### src/rtl/fcp_pkg.sv
// Shared types and constants for the frame chunk packetizer.
// Used by fcp_cfg_regs, fcp_framer and frame_chunk_packetizer; no dependencies.
`default_nettype none

package fcp_pkg;

  // Register field widths
  localparam int unsigned LEN_W   = 13;
  localparam int unsigned CNT_W   = 8;
  localparam int unsigned FILL_W  = 12;
  localparam int unsigned BYTE_W  = 8;
  localparam int unsigned ADDR_W  = 4;
  localparam int unsigned DATA_W  = 32;

  // Largest payload a packet may carry
  localparam logic [LEN_W-1:0] MAX_PAYLOAD  = LEN_W'(4096);
  localparam int unsigned      HEADER_BYTES = 8;
  localparam int unsigned      HDR_CNT_W    = $clog2(HEADER_BYTES) + 1;

  // Register reset values
  localparam logic [LEN_W-1:0] PAYLOAD_SIZE_RST = LEN_W'(4096);
  localparam logic [CNT_W-1:0] CHUNK_TOTAL_RST  = CNT_W'(27);
  localparam logic [LEN_W-1:0] LAST_PAYLOAD_RST = LEN_W'(2304);

  // Header bytes
  localparam logic [BYTE_W-1:0] SYNC0     = 8'h55;
  localparam logic [BYTE_W-1:0] SYNC1     = 8'hA3;
  localparam logic [BYTE_W-1:0] CMD_FIRST = 8'hF0;
  localparam logic [BYTE_W-1:0] CMD_MID   = 8'hF1;
  localparam logic [BYTE_W-1:0] CMD_LAST  = 8'hF2;

  // Register indexes (byte address / 4)
  typedef enum logic [1:0] {
    REG_PAYLOAD_SIZE = 2'd0,
    REG_CHUNK_TOTAL  = 2'd1,
    REG_LAST_PAYLOAD = 2'd2
  } reg_idx_t;

  typedef struct packed {
    logic [LEN_W-1:0] payload_size;
    logic [CNT_W-1:0] chunk_total;
    logic [LEN_W-1:0] last_payload;
  } cfg_t;

  typedef struct packed {
    logic [BYTE_W-1:0] out_byte;
    logic              packet_start;
    logic              packet_end;
    logic [FILL_W-1:0] zero_fill;
    logic              frame_end;
    logic              last;
  } result_t;

  // Zero acts as one, oversize acts as the maximum payload
  function automatic logic [LEN_W-1:0] eff_len(input logic [LEN_W-1:0] v);
    logic [LEN_W-1:0] r;
    if (v == '0) begin
      r = LEN_W'(1);
    end else if (v > MAX_PAYLOAD) begin
      r = MAX_PAYLOAD;
    end else begin
      r = v;
    end
    return r;
  endfunction

  // Header byte at a given position
  function automatic logic [BYTE_W-1:0] hdr_byte(
    input logic [HDR_CNT_W-2:0] idx,
    input logic [BYTE_W-1:0]    cmd,
    input logic [BYTE_W-1:0]    seq
  );
    logic [BYTE_W-1:0] b;
    case (idx)
      3'd0:    b = SYNC0;
      3'd1:    b = SYNC1;
      3'd2:    b = cmd;
      3'd3:    b = seq;
      default: b = '0;
    endcase
    return b;
  endfunction

endpackage

`default_nettype wire

### src/rtl/frame_chunk_packetizer.sv
// Frame chunk packetizer: splits a frame byte stream into headed packets.
// Top level; instantiates fcp_cfg_regs and fcp_framer, uses fcp_pkg.
//
// Usage: frame bytes enter on the in_ channel (valid/ready), one byte per
// transaction. Each byte leaves on the out_ channel as one data transaction,
// preceded by the eight header bytes (55 A3 cmd seq 00 00 00 00) when it
// opens a packet. out_last marks the final transaction caused by an input
// byte; out_packet_end, out_zero_fill and out_frame_end are set on the last
// data byte of a packet or frame. Padding is never sent, only counted.
// An input byte passes the holding register and then the result register; a
// byte that opens a packet follows its eight header bytes, while in_ready is
// low. It sends one output transaction per cycle while out_ready is high:
// one input byte per cycle inside a packet. A one-entry holding register and
// the output register keep in_ready high while a finished result waits; a
// stalled receiver holds the output and, once the holding register is full,
// deasserts in_ready. Reset (rst_n low, synchronous) loads payload_size
// 4096, chunk_total 27, last_payload 2304 and restarts at the first packet
// of a frame. Registers are written through the APB port at 0x0, 0x4 and
// 0x8; the user must write them only while idle; the block has no check.
`default_nettype none

module frame_chunk_packetizer (
  input  wire logic                         clk,
  input  wire logic                         rst_n,
  // configuration
  input  wire logic                         psel,
  input  wire logic                         penable,
  input  wire logic                         pwrite,
  input  wire logic [fcp_pkg::ADDR_W-1:0]   paddr,
  input  wire logic [fcp_pkg::DATA_W-1:0]   pwdata,
  output logic      [fcp_pkg::DATA_W-1:0]   prdata,
  output logic                              pready,
  // input bytes
  input  wire logic                         in_valid,
  output logic                              in_ready,
  input  wire logic [7:0]                   in_pixel_byte,
  // packet stream
  output logic                              out_valid,
  input  wire logic                         out_ready,
  output logic [7:0]                        out_byte,
  output logic                              out_packet_start,
  output logic                              out_packet_end,
  output logic [11:0]                       out_zero_fill,
  output logic                              out_frame_end,
  output logic                              out_last
);

  fcp_pkg::cfg_t    cfg;
  fcp_pkg::result_t res;

  fcp_cfg_regs u_cfg_regs (
    .clk     (clk),
    .rst_n   (rst_n),
    .psel    (psel),
    .penable (penable),
    .pwrite  (pwrite),
    .paddr   (paddr),
    .pwdata  (pwdata),
    .prdata  (prdata),
    .pready  (pready),
    .cfg     (cfg)
  );

  fcp_framer u_framer (
    .clk       (clk),
    .rst_n     (rst_n),
    .cfg       (cfg),
    .in_valid  (in_valid),
    .in_ready  (in_ready),
    .in_data   (in_pixel_byte),
    .out_valid (out_valid),
    .out_ready (out_ready),
    .out_res   (res)
  );

  assign out_byte         = res.out_byte;
  assign out_packet_start = res.packet_start;
  assign out_packet_end   = res.packet_end;
  assign out_zero_fill    = res.zero_fill;
  assign out_frame_end    = res.frame_end;
  assign out_last         = res.last;

endmodule

`default_nettype wire

### src/rtl/fcp_cfg_regs.sv
// APB-style configuration registers of the packetizer.
// Depends on fcp_pkg for widths, reset values and register indexes.
`default_nettype none

module fcp_cfg_regs (
  input  wire logic                         clk,
  input  wire logic                         rst_n,
  input  wire logic                         psel,
  input  wire logic                         penable,
  input  wire logic                         pwrite,
  input  wire logic [fcp_pkg::ADDR_W-1:0]   paddr,
  input  wire logic [fcp_pkg::DATA_W-1:0]   pwdata,
  output logic      [fcp_pkg::DATA_W-1:0]   prdata,
  output logic                              pready,
  output fcp_pkg::cfg_t                     cfg
);

  fcp_pkg::cfg_t cfg_r, cfg_nxt;
  logic          wr_en;
  logic [1:0]    idx;

  assign pready = 1'b1;
  assign wr_en  = psel && penable && pwrite;
  assign idx    = paddr[3:2];

  // Register write decode
  always_comb begin
    cfg_nxt = cfg_r;
    if (wr_en) begin
      unique case (idx)
        fcp_pkg::REG_PAYLOAD_SIZE: cfg_nxt.payload_size = pwdata[fcp_pkg::LEN_W-1:0];
        fcp_pkg::REG_CHUNK_TOTAL:  cfg_nxt.chunk_total  = pwdata[fcp_pkg::CNT_W-1:0];
        fcp_pkg::REG_LAST_PAYLOAD: cfg_nxt.last_payload = pwdata[fcp_pkg::LEN_W-1:0];
        default: ;
      endcase
    end
  end

  always_ff @(posedge clk) begin
    if (!rst_n) begin
      cfg_r.payload_size <= fcp_pkg::PAYLOAD_SIZE_RST;
      cfg_r.chunk_total  <= fcp_pkg::CHUNK_TOTAL_RST;
      cfg_r.last_payload <= fcp_pkg::LAST_PAYLOAD_RST;
    end else begin
      cfg_r <= cfg_nxt;
    end
  end

  // Read mux
  always_comb begin
    unique case (idx)
      fcp_pkg::REG_PAYLOAD_SIZE: prdata = fcp_pkg::DATA_W'(cfg_r.payload_size);
      fcp_pkg::REG_CHUNK_TOTAL:  prdata = fcp_pkg::DATA_W'(cfg_r.chunk_total);
      fcp_pkg::REG_LAST_PAYLOAD: prdata = fcp_pkg::DATA_W'(cfg_r.last_payload);
      default:                   prdata = '0;
    endcase
  end

  assign cfg = cfg_r;

endmodule

`default_nettype wire

### src/rtl/fcp_framer.sv
// Packet framing datapath: input holding register, chunk state, header
// sequencing and result register. Depends on fcp_pkg.
`default_nettype none

module fcp_framer (
  input  wire logic                        clk,
  input  wire logic                        rst_n,
  input  wire fcp_pkg::cfg_t               cfg,
  input  wire logic                        in_valid,
  output logic                             in_ready,
  input  wire logic [fcp_pkg::BYTE_W-1:0]  in_data,
  output logic                             out_valid,
  input  wire logic                        out_ready,
  output fcp_pkg::result_t                 out_res
);

  // Input holding register
  logic                          hold_v_r, hold_v_nxt;
  logic [fcp_pkg::BYTE_W-1:0]    hold_d_r, hold_d_nxt;

  // Chunk state
  logic [fcp_pkg::CNT_W-1:0]     chunk_idx_r, chunk_idx_nxt;
  logic [fcp_pkg::LEN_W-1:0]     byte_cnt_r, byte_cnt_nxt;
  logic [fcp_pkg::HDR_CNT_W-1:0] hdr_cnt_r, hdr_cnt_nxt;

  // Result register
  logic                          out_v_r, out_v_nxt;
  fcp_pkg::result_t              res_r, res_nxt;

  logic                          adv, emit_hdr, emit_dat, fire;
  logic [fcp_pkg::LEN_W-1:0]     full, len, last_len;
  logic [fcp_pkg::CNT_W-1:0]     total;
  logic                          is_last, pkt_done;
  logic [fcp_pkg::BYTE_W-1:0]    cmd, seq;
  logic [fcp_pkg::LEN_W-1:0]     fill;

  // Packet geometry for the current chunk
  always_comb begin
    full     = fcp_pkg::eff_len(cfg.payload_size);
    total    = (cfg.chunk_total == '0) ? fcp_pkg::CNT_W'(1) : cfg.chunk_total;
    is_last  = chunk_idx_r >= (total - fcp_pkg::CNT_W'(1));
    last_len = fcp_pkg::eff_len(cfg.last_payload);
    len      = full;
    if (is_last && (last_len < full)) begin
      len = last_len;
    end
    // full never exceeds MAX_PAYLOAD and len is at least 1: fill fits 12 bits
    fill     = full - len;
    pkt_done = ({1'b0, byte_cnt_r} + (fcp_pkg::LEN_W+1)'(1)) >= {1'b0, len};
    if (chunk_idx_r == '0) begin
      cmd = fcp_pkg::CMD_FIRST;
    end else if (is_last) begin
      cmd = fcp_pkg::CMD_LAST;
    end else begin
      cmd = fcp_pkg::CMD_MID;
    end
    seq = chunk_idx_r + fcp_pkg::CNT_W'(1);
  end

  // Handshake and sequencing
  always_comb begin
    adv      = !out_v_r || out_ready;
    emit_hdr = hold_v_r && (byte_cnt_r == '0) && !hdr_cnt_r[fcp_pkg::HDR_CNT_W-1];
    emit_dat = hold_v_r && !emit_hdr;
    fire     = adv && hold_v_r;
    in_ready = !hold_v_r || (adv && emit_dat);
  end

  // Next state
  always_comb begin
    hold_v_nxt    = hold_v_r;
    hold_d_nxt    = hold_d_r;
    chunk_idx_nxt = chunk_idx_r;
    byte_cnt_nxt  = byte_cnt_r;
    hdr_cnt_nxt   = hdr_cnt_r;
    out_v_nxt     = out_v_r;
    res_nxt       = res_r;

    if (fire && emit_dat) begin
      hold_v_nxt = 1'b0;
    end
    if (in_valid && in_ready) begin
      hold_v_nxt = 1'b1;
      hold_d_nxt = in_data;
    end

    if (adv) begin
      out_v_nxt = hold_v_r;
    end

    if (fire) begin
      if (emit_hdr) begin
        res_nxt.out_byte     = fcp_pkg::hdr_byte(hdr_cnt_r[fcp_pkg::HDR_CNT_W-2:0], cmd, seq);
        res_nxt.packet_start = (hdr_cnt_r == '0);
        res_nxt.packet_end   = 1'b0;
        res_nxt.zero_fill    = '0;
        res_nxt.frame_end    = 1'b0;
        res_nxt.last         = 1'b0;
        hdr_cnt_nxt          = hdr_cnt_r + fcp_pkg::HDR_CNT_W'(1);
      end else begin
        res_nxt.out_byte     = hold_d_r;
        res_nxt.packet_start = 1'b0;
        res_nxt.packet_end   = pkt_done;
        res_nxt.zero_fill    = pkt_done ? fill[fcp_pkg::FILL_W-1:0] : '0;
        res_nxt.frame_end    = pkt_done && is_last;
        res_nxt.last         = 1'b1;
        hdr_cnt_nxt          = '0;
        if (pkt_done) begin
          byte_cnt_nxt  = '0;
          chunk_idx_nxt = is_last ? '0 : (chunk_idx_r + fcp_pkg::CNT_W'(1));
        end else begin
          byte_cnt_nxt  = byte_cnt_r + fcp_pkg::LEN_W'(1);
        end
      end
    end
  end

  // Control registers
  always_ff @(posedge clk) begin
    if (!rst_n) begin
      hold_v_r    <= 1'b0;
      chunk_idx_r <= '0;
      byte_cnt_r  <= '0;
      hdr_cnt_r   <= '0;
      out_v_r     <= 1'b0;
    end else begin
      hold_v_r    <= hold_v_nxt;
      chunk_idx_r <= chunk_idx_nxt;
      byte_cnt_r  <= byte_cnt_nxt;
      hdr_cnt_r   <= hdr_cnt_nxt;
      out_v_r     <= out_v_nxt;
    end
  end

  // Payload registers
  always_ff @(posedge clk) begin
    hold_d_r <= hold_d_nxt;
    res_r    <= res_nxt;
  end

  assign out_valid = out_v_r;
  assign out_res   = res_r;

endmodule

`default_nettype wire

### config.mk
export PLATFORM = sky130hd
export DESIGN_NAME = frame_chunk_packetizer
export DESIGN_NICKNAME = d
export VERILOG_FILES = /design/src/rtl/fcp_pkg.sv /design/src/rtl/frame_chunk_packetizer.sv /design/src/rtl/fcp_cfg_regs.sv /design/src/rtl/fcp_framer.sv
export SDC_FILE = /design/constraint.sdc
export NUM_CORES = 1
export LEC_CHECK = 0
export ABC_AREA = 1
export BUFFER_PORTS_ARGS = -buffer_cell sky130_fd_sc_hd__buf_4
export CORE_UTILIZATION = 61
export CTS_CLUSTER_SIZE = 20
export DETAILED_ROUTE_END_ITERATION = 7
export PLACE_DENSITY = 0.86
export SYNTH_ARGS = -nofsm -noshare
export SYNTH_HDL_FRONTEND = slang
export SYNTH_SLANG_ARGS = --single-unit
export TNS_END_PERCENT = 50
### constraint.sdc
create_clock -name clk -period 12 [get_ports clk]
set_input_delay 2.4 -clock clk [delete_from_list [all_inputs] [get_ports clk]]
set_output_delay 2.4 -clock clk [all_outputs]
set_load 0.01 [all_outputs]
==> results of run 1 <==
-- worst max-delay path by stage --
stage / cells past startpoint / to / slack [ns]
2_1_floorplan: 6 / in_ready / 6.49
3_3_place_gp: 8 / in_ready / 6.19
3_5_place_dp: 8 / in_ready / 6.19
4_1_cts: 8 / in_ready / 6.18
5_1_grt: 32 / u_framer.chunk_idx_r[2]$_SDFFE_PN0P_ / 6.06
6_report: 8 / in_ready / 6.19
-- logic make-up (layout without fill, tap and decap cells) --
| kind of cell | after synthesis | count (layout) | share of synthesized area, % |
|---|---|---|---|
| AOI/OAI and AO/OA | 186 | 186 | 17.3 |
| xor gates and xnor gates | 21 | 21 | 3.01 |
| adders and majority gates | 55 | 55 | 11.4 |
| and+or+nand+nor | 287 | 287 | 20.7 |
| other | 2 | 20 | 0.123 |
| DFF | 93 | 93 | 35.7 |
| buffers and inverters | 165 | 213 | 11.8 |
-- area by class of cell --
type	count	area, um2	share of cell area [%]
sequential	93	2180	32.0
inverter	129	485	7.12
clock buffer	9	124	1.82
clock inverter	7	70.1	1.03
multi-input combinational	569	3280	48.1
tap	133	166	2.44
timing repair buffer	68	510	7.48
-- sequential cells by signal, summed over array words and instances (netlist names) --
signal and cells:
u_cfg_regs.cfg 34, u_framer.byte_cnt_r 13, u_framer.chunk_idx_r 8, u_framer.hdr_cnt_r 4
u_framer.hold_d_r 8, u_framer.hold_v_r 1, u_framer.out_res 24, u_framer.out_valid 1
-- power by group through the flow --
stage | clock network (mW) | logic (mW) | registers, mW
CTS | 0.212 | 0.121 | 0.346
global route | 0.223 | 0.135 | 0.347
detailed placement | 0 | 0.120 | 0.353
floorplan | 0 | 0.0826 | 0.354
finish | 0.213 | 0.122 | 0.346
global placement | 0 | 0.115 | 0.352
-- per-stage QoR --
stage | util (%) | hold WS, ns | instances | power (mW) | setup slack, ns
after floorplan | - | 0.457 | 827 | 0.437 | 6.49
after global placement | 68.1 | 0.477 | 992 | 0.467 | 6.19
after detailed placement | 68.1 | 0.489 | 992 | 0.473 | 6.19
after CTS | 70.1 | 0.507 | 1008 | 0.678 | 6.18
after global routing | 70.1 | 0.534 | 1008 | 0.706 | 6.06
final | 70.1 | 0.504 | 1008 | 0.681 | 6.19
-- cells in the mapped netlist (2+ instances only) --
library cell    n  area (um2)
a211oi_1        2        15.0
a211oi_2        3        37.5
a21o_1          2        15.0
a21oi_1        66         330
a21oi_2         2        17.5
a31oi_1         3        18.8
buf_2           3        15.0
buf_4          20         150
buf_6           3        33.8
clkbuf_1       10        37.5
clkinv_1        3        11.3
conb_1          2        7.51
dfxtp_1        61        1220
edfxtp_1       32         961
ha_1           54         676
inv_1         122         458
inv_2           3        11.3
nand2_1       129         484
nand2_2         4        25.0
nand2_4         2        22.5
nand3_1        29         145
nand3_2         2        20.0
nand4_1        12        75.1
nor2_1         86         323
nor2_4          2        22.5
nor3_1          9        45.0
nor4_1          3        18.8
o211ai_1       11        82.6
o21ai_0        72         360
o21ai_1         4        20.0
o21bai_1        2        15.0
o221ai_1        7        61.3
o22ai_1         4        25.0
o31ai_1         5        37.5
xnor2_1         3        26.3
xor2_1         18         158
-- layer usage --
| layer | vias up | track usage [%] |
|---|---|---|
| li1 | 2784 | - |
| met1 | 2590 | 40.1 |
| met2 | 240 | 50.0 |
| met3 | 41 | 3.83 |
| met4 | 0 | 12.5 |
| met5 | - | 0 |
-- worst max-delay path: stages --
cell and delay, ns:
buf_4 0.07, inv_1 0.03, nand2_1 0.06, nand2_1 0.19, nor2_2 0.22, clkinv_2 0.19
nand2_1 0.12, buf_4 0.13
==> results.py, run 1 <==
metrics = {
    "floorplan": {
        "rows": 36,
        "ios": 110,
        "die_y_um": 102,
        "die_w_um": 102,
        "start_util_pct": 62.9,
        "core-area_mm2": 0.00973,
        "die_area_mm2": 0.0104,
    },
    "setup_path": {
        "cp_max_fo": 9,
        "startpoint": "out_ready",
        "r2r-end": "u_framer.out_res[11]$_SDFFCE_PP0P_",
        "timing.rr.start": "u_cfg_regs.cfg[15]$_SDFFE_PN0P_",
        "setup.worst_path.class": "input port to output port",
        "crit_path_end_kind": "output port",
        "rr_worst_depth": 27,
        "crit_path_start_kind": "input port",
        "critPathRequiredTime_ns": 9.60,
        "critical_path_arrival_ns": 3.41,
        "reg2reg_setup_slack_ns": 6.64,
    },
    "power": {
        "p_seq_share_pct": 50.8,
        "p_int_uw": 465,
        "leakagePower_nw": 3.15,
        "power.share.switching_pct": 31.7,
        "powerDensity_mw_per_mm2": 99.8,
        "power.switching_uw": 216,
        "clkPwrFrac_pct": 31.3,
        "combinationalPowerShare_pct": 17.9,
        "vdd_drop_max_mv": 0.0772,
    },
    "timing": {
        "drv_slew": 0,
        "tightest_slew_ns": 1.08,
        "min_period_ns": 5.81,
        "fin_crit_sh_pct": 48.4,
        "skew_ns": 0.0164,
        "tns_ns": 0,
        "rsz0062_at_grt": "no",
        "relSlewSlack_pct": 27.6,
        "finalHoldViolCount": 0,
        "clock.fmax_mhz": 172,
        "setup_viol": 0,
    },
    "logic_synthesis": {
        "synth.distinct_cells": 50,
        "avgSynthCellArea_um2": 7.56,
        "synth-main-ff-cell": "dfxtp_1",
        "ys_async_sr_fraction_pct": 0,
        "ys_warn_count": 0,
        "synth_seq_area_share_pct": 35.7,
        "synth_area_mm2": 0.00612,
        "yosys_register_bits": 93,
        "synthCells": 809,
        "synth-edff-count": 32,
    },
    "drt": {
        "route.met2.wl_mm": 7.06,
        "wl_met3_um": 955,
        "vias_per_cell": 5.61,
        "drt_iter0_drc": 296,
        "wl_per_cell_um": 14.8,
        "maxUsedRoutingLayer": "met4",
        "wl_met1_mm": 6.50,
        "drt.antenna.violating_nets": 0,
        "wl_mm": 14.9,
        "drtPass1Iterations": 5,
        "vias": 5655,
        "drc_errors": 0,
    },
    "cells_and_area": {
        "layout_common_cells": "nand2_1, inv_1, nor2_1",
        "syn_to_final_growth_pct": 11.5,
        "fillCellCount": 843,
        "stdcell_area_mm2": 0.00682,
        "drive_above_1_share_pct": 12.5,
        "antenna_cells": 0,
        "layout_commonest_cell": "nand2_1",
        "layout.nets": 976,
    },
    "hold_path": {
        "holdPathStages": 2,
        "hp-start": "u_framer.out_valid$_SDFFE_PN0N_",
        "hold_end": "u_framer.out_valid$_SDFFE_PN0N_",
        "hp-class": "flip-flop to flip-flop",
    },
    "cts": {
        "path_clk_slew_ns": 0.10,
        "cts_tree": "yes",
        "htree_num_levels": 3,
        "holdBufCountCts": 0,
        "ctsResizeCount": 0,
        "cts_buffer_depth": 2,
        "cts.sinks": 93,
        "root_buffer": "clkbuf_8",
        "clock_latency_ns": 0.39,
        "post-cts-setup-buffers": 0,
        "numCtsBuffers": 9,
    },
    "placed_design": {
        "numPortBuffers": 68,
        "place_congestion": 0.894,
        "place_area_mm2": 0.00663,
        "dp.final_hpwl_mm": 11.4,
    },
    "grt": {
        "grt_max_degree": 51,
        "grt_antenna_before_repair": 0,
        "first_global_vias": 5288,
        "grt_usage_pct": 30.3,
        "grt_pass1_wl_mm": 24.5,
        "grt-ovfl-total": 0,
    },
    "flow_run": {
        "maxCapViolations": 0,
    },
    "outcome": {
        "outcome": "finished clean",
    },
}
No activity file was read; power rests on OpenSTA's default activity.
==> run 2: changes to the inputs <==
CORE_UTILIZATION = 57   (was 61)
PLACE_DENSITY = 0.81   (was 0.86)
clock period = 5.71 ns   (was 12 ns; I/O delays follow)
==> results.py, run 2 (synthesized netlist as in run 1, its figures left out) <==
metrics = {
    "power": {
        "p_int_uw": 982,
        "p_seq_share_pct": 50.5,
        "power.switching_uw": 454,
        "combinationalPowerShare_pct": 17.6,
        "total_power_mw": 1.44,
        "powerDensity_mw_per_mm2": 210,
        "leakagePower_nw": 3.16,
        "power.share.switching_pct": 31.6,
        "vdd_drop_max_mv": 0.166,
        "clkPwrFrac_pct": 31.9,
    },
    "timing": {
        "drv_slew": 0,
        "setup_viol": 0,
        "min_period_ns": 5.01,
        "relSlewSlack_pct": 29.3,
        "clock.fmax_mhz": 200,
        "rsz0062_at_grt": "no",
        "fin_crit_sh_pct": 87.7,
        "tightest_slew_ns": 1.06,
        "layout_setup_ws_ns": 0.701,
        "tns_ns": 0,
        "finalHoldViolCount": 0,
        "skew_ns": 0.0128,
    },
    "drt": {
        "drt.antenna.violating_nets": 0,
        "wl_mm": 14.3,
        "vias": 5515,
        "wl_per_cell_um": 14.1,
        "vias_per_cell": 5.44,
        "drc_errors": 0,
        "drtPass1Iterations": 5,
        "drt_iter0_drc": 405,
    },
    "hold_path": {
        "hold_end": "u_framer.byte_cnt_r[12]$_SDFFE_PN0P_",
        "holdPathStages": 2,
        "hp-start": "u_framer.byte_cnt_r[12]$_SDFFE_PN0P_",
        "hp-class": "flip-flop to flip-flop",
    },
    "cts": {
        "cts_buffer_depth": 2,
        "numCtsBuffers": 9,
        "holdBufCountCts": 0,
        "htree_num_levels": 3,
        "cts_tree": "yes",
        "ctsResizeCount": 0,
        "post-cts-setup-buffers": 0,
        "root_buffer": "clkbuf_8",
        "cts.sinks": 93,
        "path_clk_slew_ns": 0.11,
        "clock_latency_ns": 0.39,
    },
    "placed_design": {
        "numPortBuffers": 68,
        "dp.final_hpwl_mm": 11.3,
        "place_congestion": 0.914,
        "dp.cells": 997,
        "pre_cts_ws_ns": 0.713,
    },
    "cells_and_area": {
        "largest_reg_flops": 34,
        "antenna_cells": 0,
        "layout_common_cells": "nand2_1, inv_1, nor2_1",
        "seq_area_mm2": 0.00218,
        "drive_above_1_share_pct": 12.7,
        "fin_util_pct": 66.0,
        "final_cells": 1013,
        "multi_input_area_mm2": 0.00328,
        "syn_to_final_growth_pct": 11.9,
        "layout.nets": 978,
        "fillCellCount": 916,
        "layout_commonest_cell": "nand2_1",
    },
    "grt": {
        "grt_max_degree": 51,
        "grt_usage_pct": 26.7,
        "grt_antenna_before_repair": 0,
        "grt-ovfl-total": 0,
        "grt_pass1_wl_mm": 23.7,
        "first_global_vias": 5022,
    },
    "setup_path": {
        "critPathRequiredTime_ns": 6.00,
        "crit_path_start_kind": "flip-flop",
        "critical_path_arrival_ns": 5.30,
        "timing.rr.start": "u_cfg_regs.cfg[15]$_SDFFE_PN0P_",
        "r2r-end": "u_framer.chunk_idx_r[2]$_SDFFE_PN0P_",
        "cp_slowest_stage_delay_ns": 0.38,
        "crit_path_end_kind": "flip-flop",
        "cp_max_fo": 14,
        "crit_slowest_cell": "o21ai_0",
        "rr_worst_depth": 30,
        "reg2reg_setup_slack_ns": 0.70,
        "setup.worst_path.class": "flip-flop to flip-flop",
    },
    "flow_run": {
        "maxCapViolations": 0,
    },
    "floorplan": {
        "ios": 110,
        "start_util_pct": 59.0,
        "core-area_mm2": 0.0104,
        "die_y_um": 106,
        "die_w_um": 106,
        "die_area_mm2": 0.0112,
        "rows": 37,
    },
    "outcome": {
        "outcome": "finished clean",
    },
}
[run 2: cell types whose count changed in the layout (fill, tap and decap cells not counted), sizes merged]
cell	before	now
clkinv	8	5
inv	127	130
buf	68	70
[run 2: worst max path at each step]
| stage | from | to | slack (ns) |
|---|---|---|---|
| final | u_cfg_regs.cfg[15]$_SDFFE_PN0P_ | u_framer.chunk_idx_r[2]$_SDFFE_PN0P_ | 0.70 |
| after global routing | u_cfg_regs.cfg[15]$_SDFFE_PN0P_ | u_framer.chunk_idx_r[2]$_SDFFE_PN0P_ | 0.22 |
| after CTS | u_cfg_regs.cfg[15]$_SDFFE_PN0P_ | u_framer.chunk_idx_r[5]$_SDFFE_PN0P_ | 0.70 |
| after detailed placement | u_cfg_regs.cfg[15]$_SDFFE_PN0P_ | u_framer.chunk_idx_r[5]$_SDFFE_PN0P_ | 0.71 |
| after global placement | u_cfg_regs.cfg[15]$_SDFFE_PN0P_ | u_framer.out_res[10]$_SDFFCE_PP0P_ | 0.86 |
| after floorplan | u_cfg_regs.cfg[15]$_SDFFE_PN0P_ | u_framer.out_res[10]$_SDFFCE_PP0P_ | 1.39 |
[run 2: critical path: cells and delay by family (launching register included)]
kind / cells / cell delay, ns
buf+inv: 5 / 0.67
flops: 1 / 0.34
fa+ha+maj: 3 / 0.84
compound gates: 4 / 0.84
simple gates: 17 / 2.11
xor+xnor: 1 / 0.13
[run 2: metal layers]
| metal | track usage [%] | part of all wire, % |
|---|---|---|
| met2 | 43.4 | 46 |
| met3 | 4.02 | 6.3 |
| met5 | 0 | 0 |
| met4 | 9.52 | 2.3 |
| met1 | 36.2 | 46 |
[run 2: cell type report]
| type | count | area share (%) |
|---|---|---|
| Multi-Input combinational cell | 569 | 48.0 |
| Clock inverter | 7 | 1.10 |
| Inverter | 129 | 7.09 |
| Timing Repair Buffer | 70 | 7.68 |
| Sequential cell | 93 | 31.9 |
| Tap cell | 136 | 2.49 |
| Clock buffer | 9 | 1.81 |
[run 2: metrics by stage]
| stage | hold WS [ns] | area (um2) |
|---|---|---|
| after CTS | 0.496 | 6840 |
| after detailed placement | 0.481 | 6650 |
| final | 0.495 | 6840 |
| after floorplan | 0.457 | 6190 |
| after global placement | 0.473 | 6650 |
| after global routing | 0.535 | 6840 |
[run 2: power by group through the flow]
stage	logic, mW	registers (mW)	clock network [mW]
4_1_cts	0.251	0.726	0.461
2_1_floorplan	0.174	0.745	0
6_report	0.253	0.726	0.458
3_3_place_gp	0.242	0.740	0
5_1_grt	0.282	0.729	0.479
3_5_place_dp	0.249	0.741	0
==> run 3: changes to the inputs <==
ABC_AREA = 0   (was 1)
==> results.py, run 3 <==
metrics = {
    "drt": {
        "wl_per_cell_um": 15.0,
        "vias": 5067,
        "drt.antenna.violating_nets": 0,
        "wl_mm": 13.5,
        "vias_per_cell": 5.63,
        "drc_errors": 0,
        "drt_iter0_drc": 254,
        "drtPass1Iterations": 6,
    },
    "cells_and_area": {
        "layout_common_cells": "nand2_1, buf_4, dfxtp_1",
        "syn_to_final_growth_pct": 12.4,
        "layout_commonest_cell": "nand2_1",
        "layout.nets": 865,
        "stdcell_area_mm2": 0.00676,
        "drive_above_1_share_pct": 14.8,
        "fin_util_pct": 65.8,
        "antenna_cells": 0,
        "largest_reg_flops": 34,
    },
    "placed_design": {
        "place_congestion": 0.876,
        "pre_cts_ws_ns": 0.578,
        "dp.final_hpwl_mm": 10.4,
        "numPortBuffers": 68,
        "place_area_mm2": 0.00651,
    },
    "timing": {
        "holdWs_ns": 0.474,
        "rsz0062_at_grt": "no",
        "finalHoldViolCount": 0,
        "skew_ns": 0.0132,
        "min_period_ns": 5.12,
        "fin_crit_sh_pct": 89.7,
        "setup_viol": 0,
        "tightest_slew_ns": 0.744,
        "layout_setup_ws_ns": 0.590,
        "clock.fmax_mhz": 195,
        "drv_slew": 0,
        "tns_ns": 0,
        "relSlewSlack_pct": 50.2,
    },
    "setup_path": {
        "critical_path_arrival_ns": 5.39,
        "cp.buffers_inverters": 0,
        "timing.rr.start": "u_cfg_regs.cfg[17]$_SDFFE_PN1P_",
        "cp_max_fo": 14,
        "crit_path_start_kind": "flip-flop",
        "path_delay_family": "compound AO/OA/AOI/OAI gates",
        "crit_path_end_kind": "flip-flop",
        "crit_slowest_cell": "a21oi_2",
        "critPathRequiredTime_ns": 5.98,
        "rr_worst_depth": 21,
        "reg2reg_setup_slack_ns": 0.59,
        "crit_chain": "nor2_1, nand3_1, nor2_1, nor2_1, ha_1, nand2_1, xor2_1, ha_1, a21o_1, a2111oi_0, o21ai_1, nand4_4, mux2i_1, ha_1, nand2_1, o21ai_1, nand4_1, a2111o_1, a21oi_2, a21boi_1, o22ai_1",
        "cp_slowest_stage_delay_ns": 0.53,
        "setup.worst_path.class": "flip-flop to flip-flop",
        "r2r-end": "u_framer.chunk_idx_r[4]$_SDFFE_PN0P_",
    },
    "logic_synthesis": {
        "netlist_top_cells_count": "nand2_1, dfxtp_1, a21oi_1, ha_1, nor2_1",
        "yosysTopAreaCellShare_pct": 20.3,
        "synth-edff-count": 32,
        "ys_top_cells_by_area": "dfxtp_1, edfxtp_1, ha_1",
        "yosys.cell_count.top_type": "nand2_1",
        "ys_warn_count": 0,
        "avgSynthCellArea_um2": 8.51,
        "synth_area_mm2": 0.00602,
        "synth_seq_area_share_pct": 36.3,
        "synth-main-ff-cell": "dfxtp_1",
        "synth.distinct_cells": 67,
        "synth.largest_area_cell": "dfxtp_1",
        "yosys_register_bits": 93,
        "ys_async_sr_fraction_pct": 0,
        "synthCells": 707,
    },
    "grt": {
        "grt_max_degree": 33,
        "first_global_vias": 4862,
        "grt_pass1_wl_mm": 22.8,
        "grt_usage_pct": 26.0,
        "grt_antenna_before_repair": 0,
        "grt-ovfl-total": 0,
    },
    "floorplan": {
        "die_w_um": 105,
        "ios": 110,
        "core-area_mm2": 0.0103,
        "start_util_pct": 58.5,
        "die_area_mm2": 0.0110,
        "die_y_um": 105,
        "rows": 37,
    },
    "cts": {
        "holdBufCountCts": 0,
        "post-cts-setup-buffers": 0,
        "root_buffer": "clkbuf_8",
        "cts.sinks": 93,
        "cts_buffer_depth": 2,
        "cts_tree": "yes",
        "numCtsBuffers": 9,
        "clock_latency_ns": 0.39,
        "ctsResizeCount": 0,
        "htree_num_levels": 3,
        "path_clk_slew_ns": 0.10,
    },
    "outcome": {
        "outcome": "finished clean",
    },
    "hold_path": {
        "holdPathStages": 2,
        "hp-class": "flip-flop to flip-flop",
        "hp-start": "u_framer.hdr_cnt_r[3]$_SDFFE_PN0P_",
        "hold_end": "u_framer.hdr_cnt_r[3]$_SDFFE_PN0P_",
    },
    "flow_run": {
        "maxCapViolations": 0,
    },
    "power": {
        "leakagePower_nw": 2.93,
        "powerDensity_mw_per_mm2": 208,
        "vdd_drop_max_mv": 0.160,
    },
}
run 3: worst reg2reg max path: cells and delay by family, from the launching register on:
family	cells	cell delay, ns
mux	1	0.40
simple gates	8	0.92
xor+xnor	1	0.16
fa+ha+maj	3	0.73
compound gates	8	2.34
flops	1	0.45
run 3: layout make-up:
cell class,instances,area (um2)
Multi-Input combinational cell,552,3500
Timing Repair Buffer,72,541
Sequential cell,93,2180
Clock buffer,9,124
Clock inverter,7,124
Fill cell,862,3520
Inverter,31,116
Tap cell,136,170
run 3: worst max-delay path by stage:
stage                                    startpoint                              endpoint  slack [ns]  cells after the start
floorplan           u_cfg_regs.cfg[15]$_SDFFE_PN0P_    u_framer.out_res[10]$_SDFFCE_PP0P_        1.35                     23
global placement    u_cfg_regs.cfg[17]$_SDFFE_PN1P_  u_framer.chunk_idx_r[5]$_SDFFE_PN0P_        0.82                     21
detailed placement  u_cfg_regs.cfg[15]$_SDFFE_PN0P_  u_framer.chunk_idx_r[4]$_SDFFE_PN0P_        0.58                     21
CTS                 u_cfg_regs.cfg[15]$_SDFFE_PN0P_  u_framer.chunk_idx_r[4]$_SDFFE_PN0P_        0.55                     21
global route        u_cfg_regs.cfg[15]$_SDFFE_PN0P_  u_framer.chunk_idx_r[4]$_SDFFE_PN0P_        0.13                     21
finish              u_cfg_regs.cfg[17]$_SDFFE_PN1P_  u_framer.chunk_idx_r[4]$_SDFFE_PN0P_        0.59                     21
run 3: metal layers:
| layer | GRT usage, % | routed length, um | part of all wire, % |
|---|---|---|---|
| met2 | 42.6 | 6220 | 46 |
| met5 | 0 | 0 | 0 |
| met3 | 5.12 | 864 | 6.4 |
| met1 | 33.9 | 6140 | 46 |
| met4 | 9.76 | 235 | 1.7 |
run 3: kinds of logic (layout without fill, tap and decap cells):
kind of cell	count (synthesis)	in the layout	synth area share [%]
DFF	93	93	36.3
other	2	20	0.125
xor gates and xnor gates	28	28	4.08
buffers and inverters	80	119	6.59
muxes	26	26	4.33
and+or+nand+nor	284	284	22.7
AOI/OAI and AO/OA	139	139	14.3
adders and majority gates	55	55	11.6
run 3: power by group:
| part | switching (mW) | leakage [nW] | total (mW) | internal [mW] |
|---|---|---|---|---|
| Combinational | 0.0909 | 2.01 | 0.154 | 0.0632 |
| Clock | 0.239 | 0.120 | 0.532 | 0.293 |
| Sequential | 0.0132 | 0.797 | 0.722 | 0.709 |
| Total | 0.343 | 2.93 | 1.41 | 1.06 |
run 3: through the flow:
| step | cells | total power [mW] |
|---|---|---|
| 2_1_floorplan | 725 | 0.837 |
| 3_3_place_gp | 884 | 0.885 |
| 3_5_place_dp | 884 | 0.890 |
| 4_1_cts | 900 | 1.41 |
| 5_1_grt | 900 | 1.46 |
| 6_report | 900 | 1.41 |
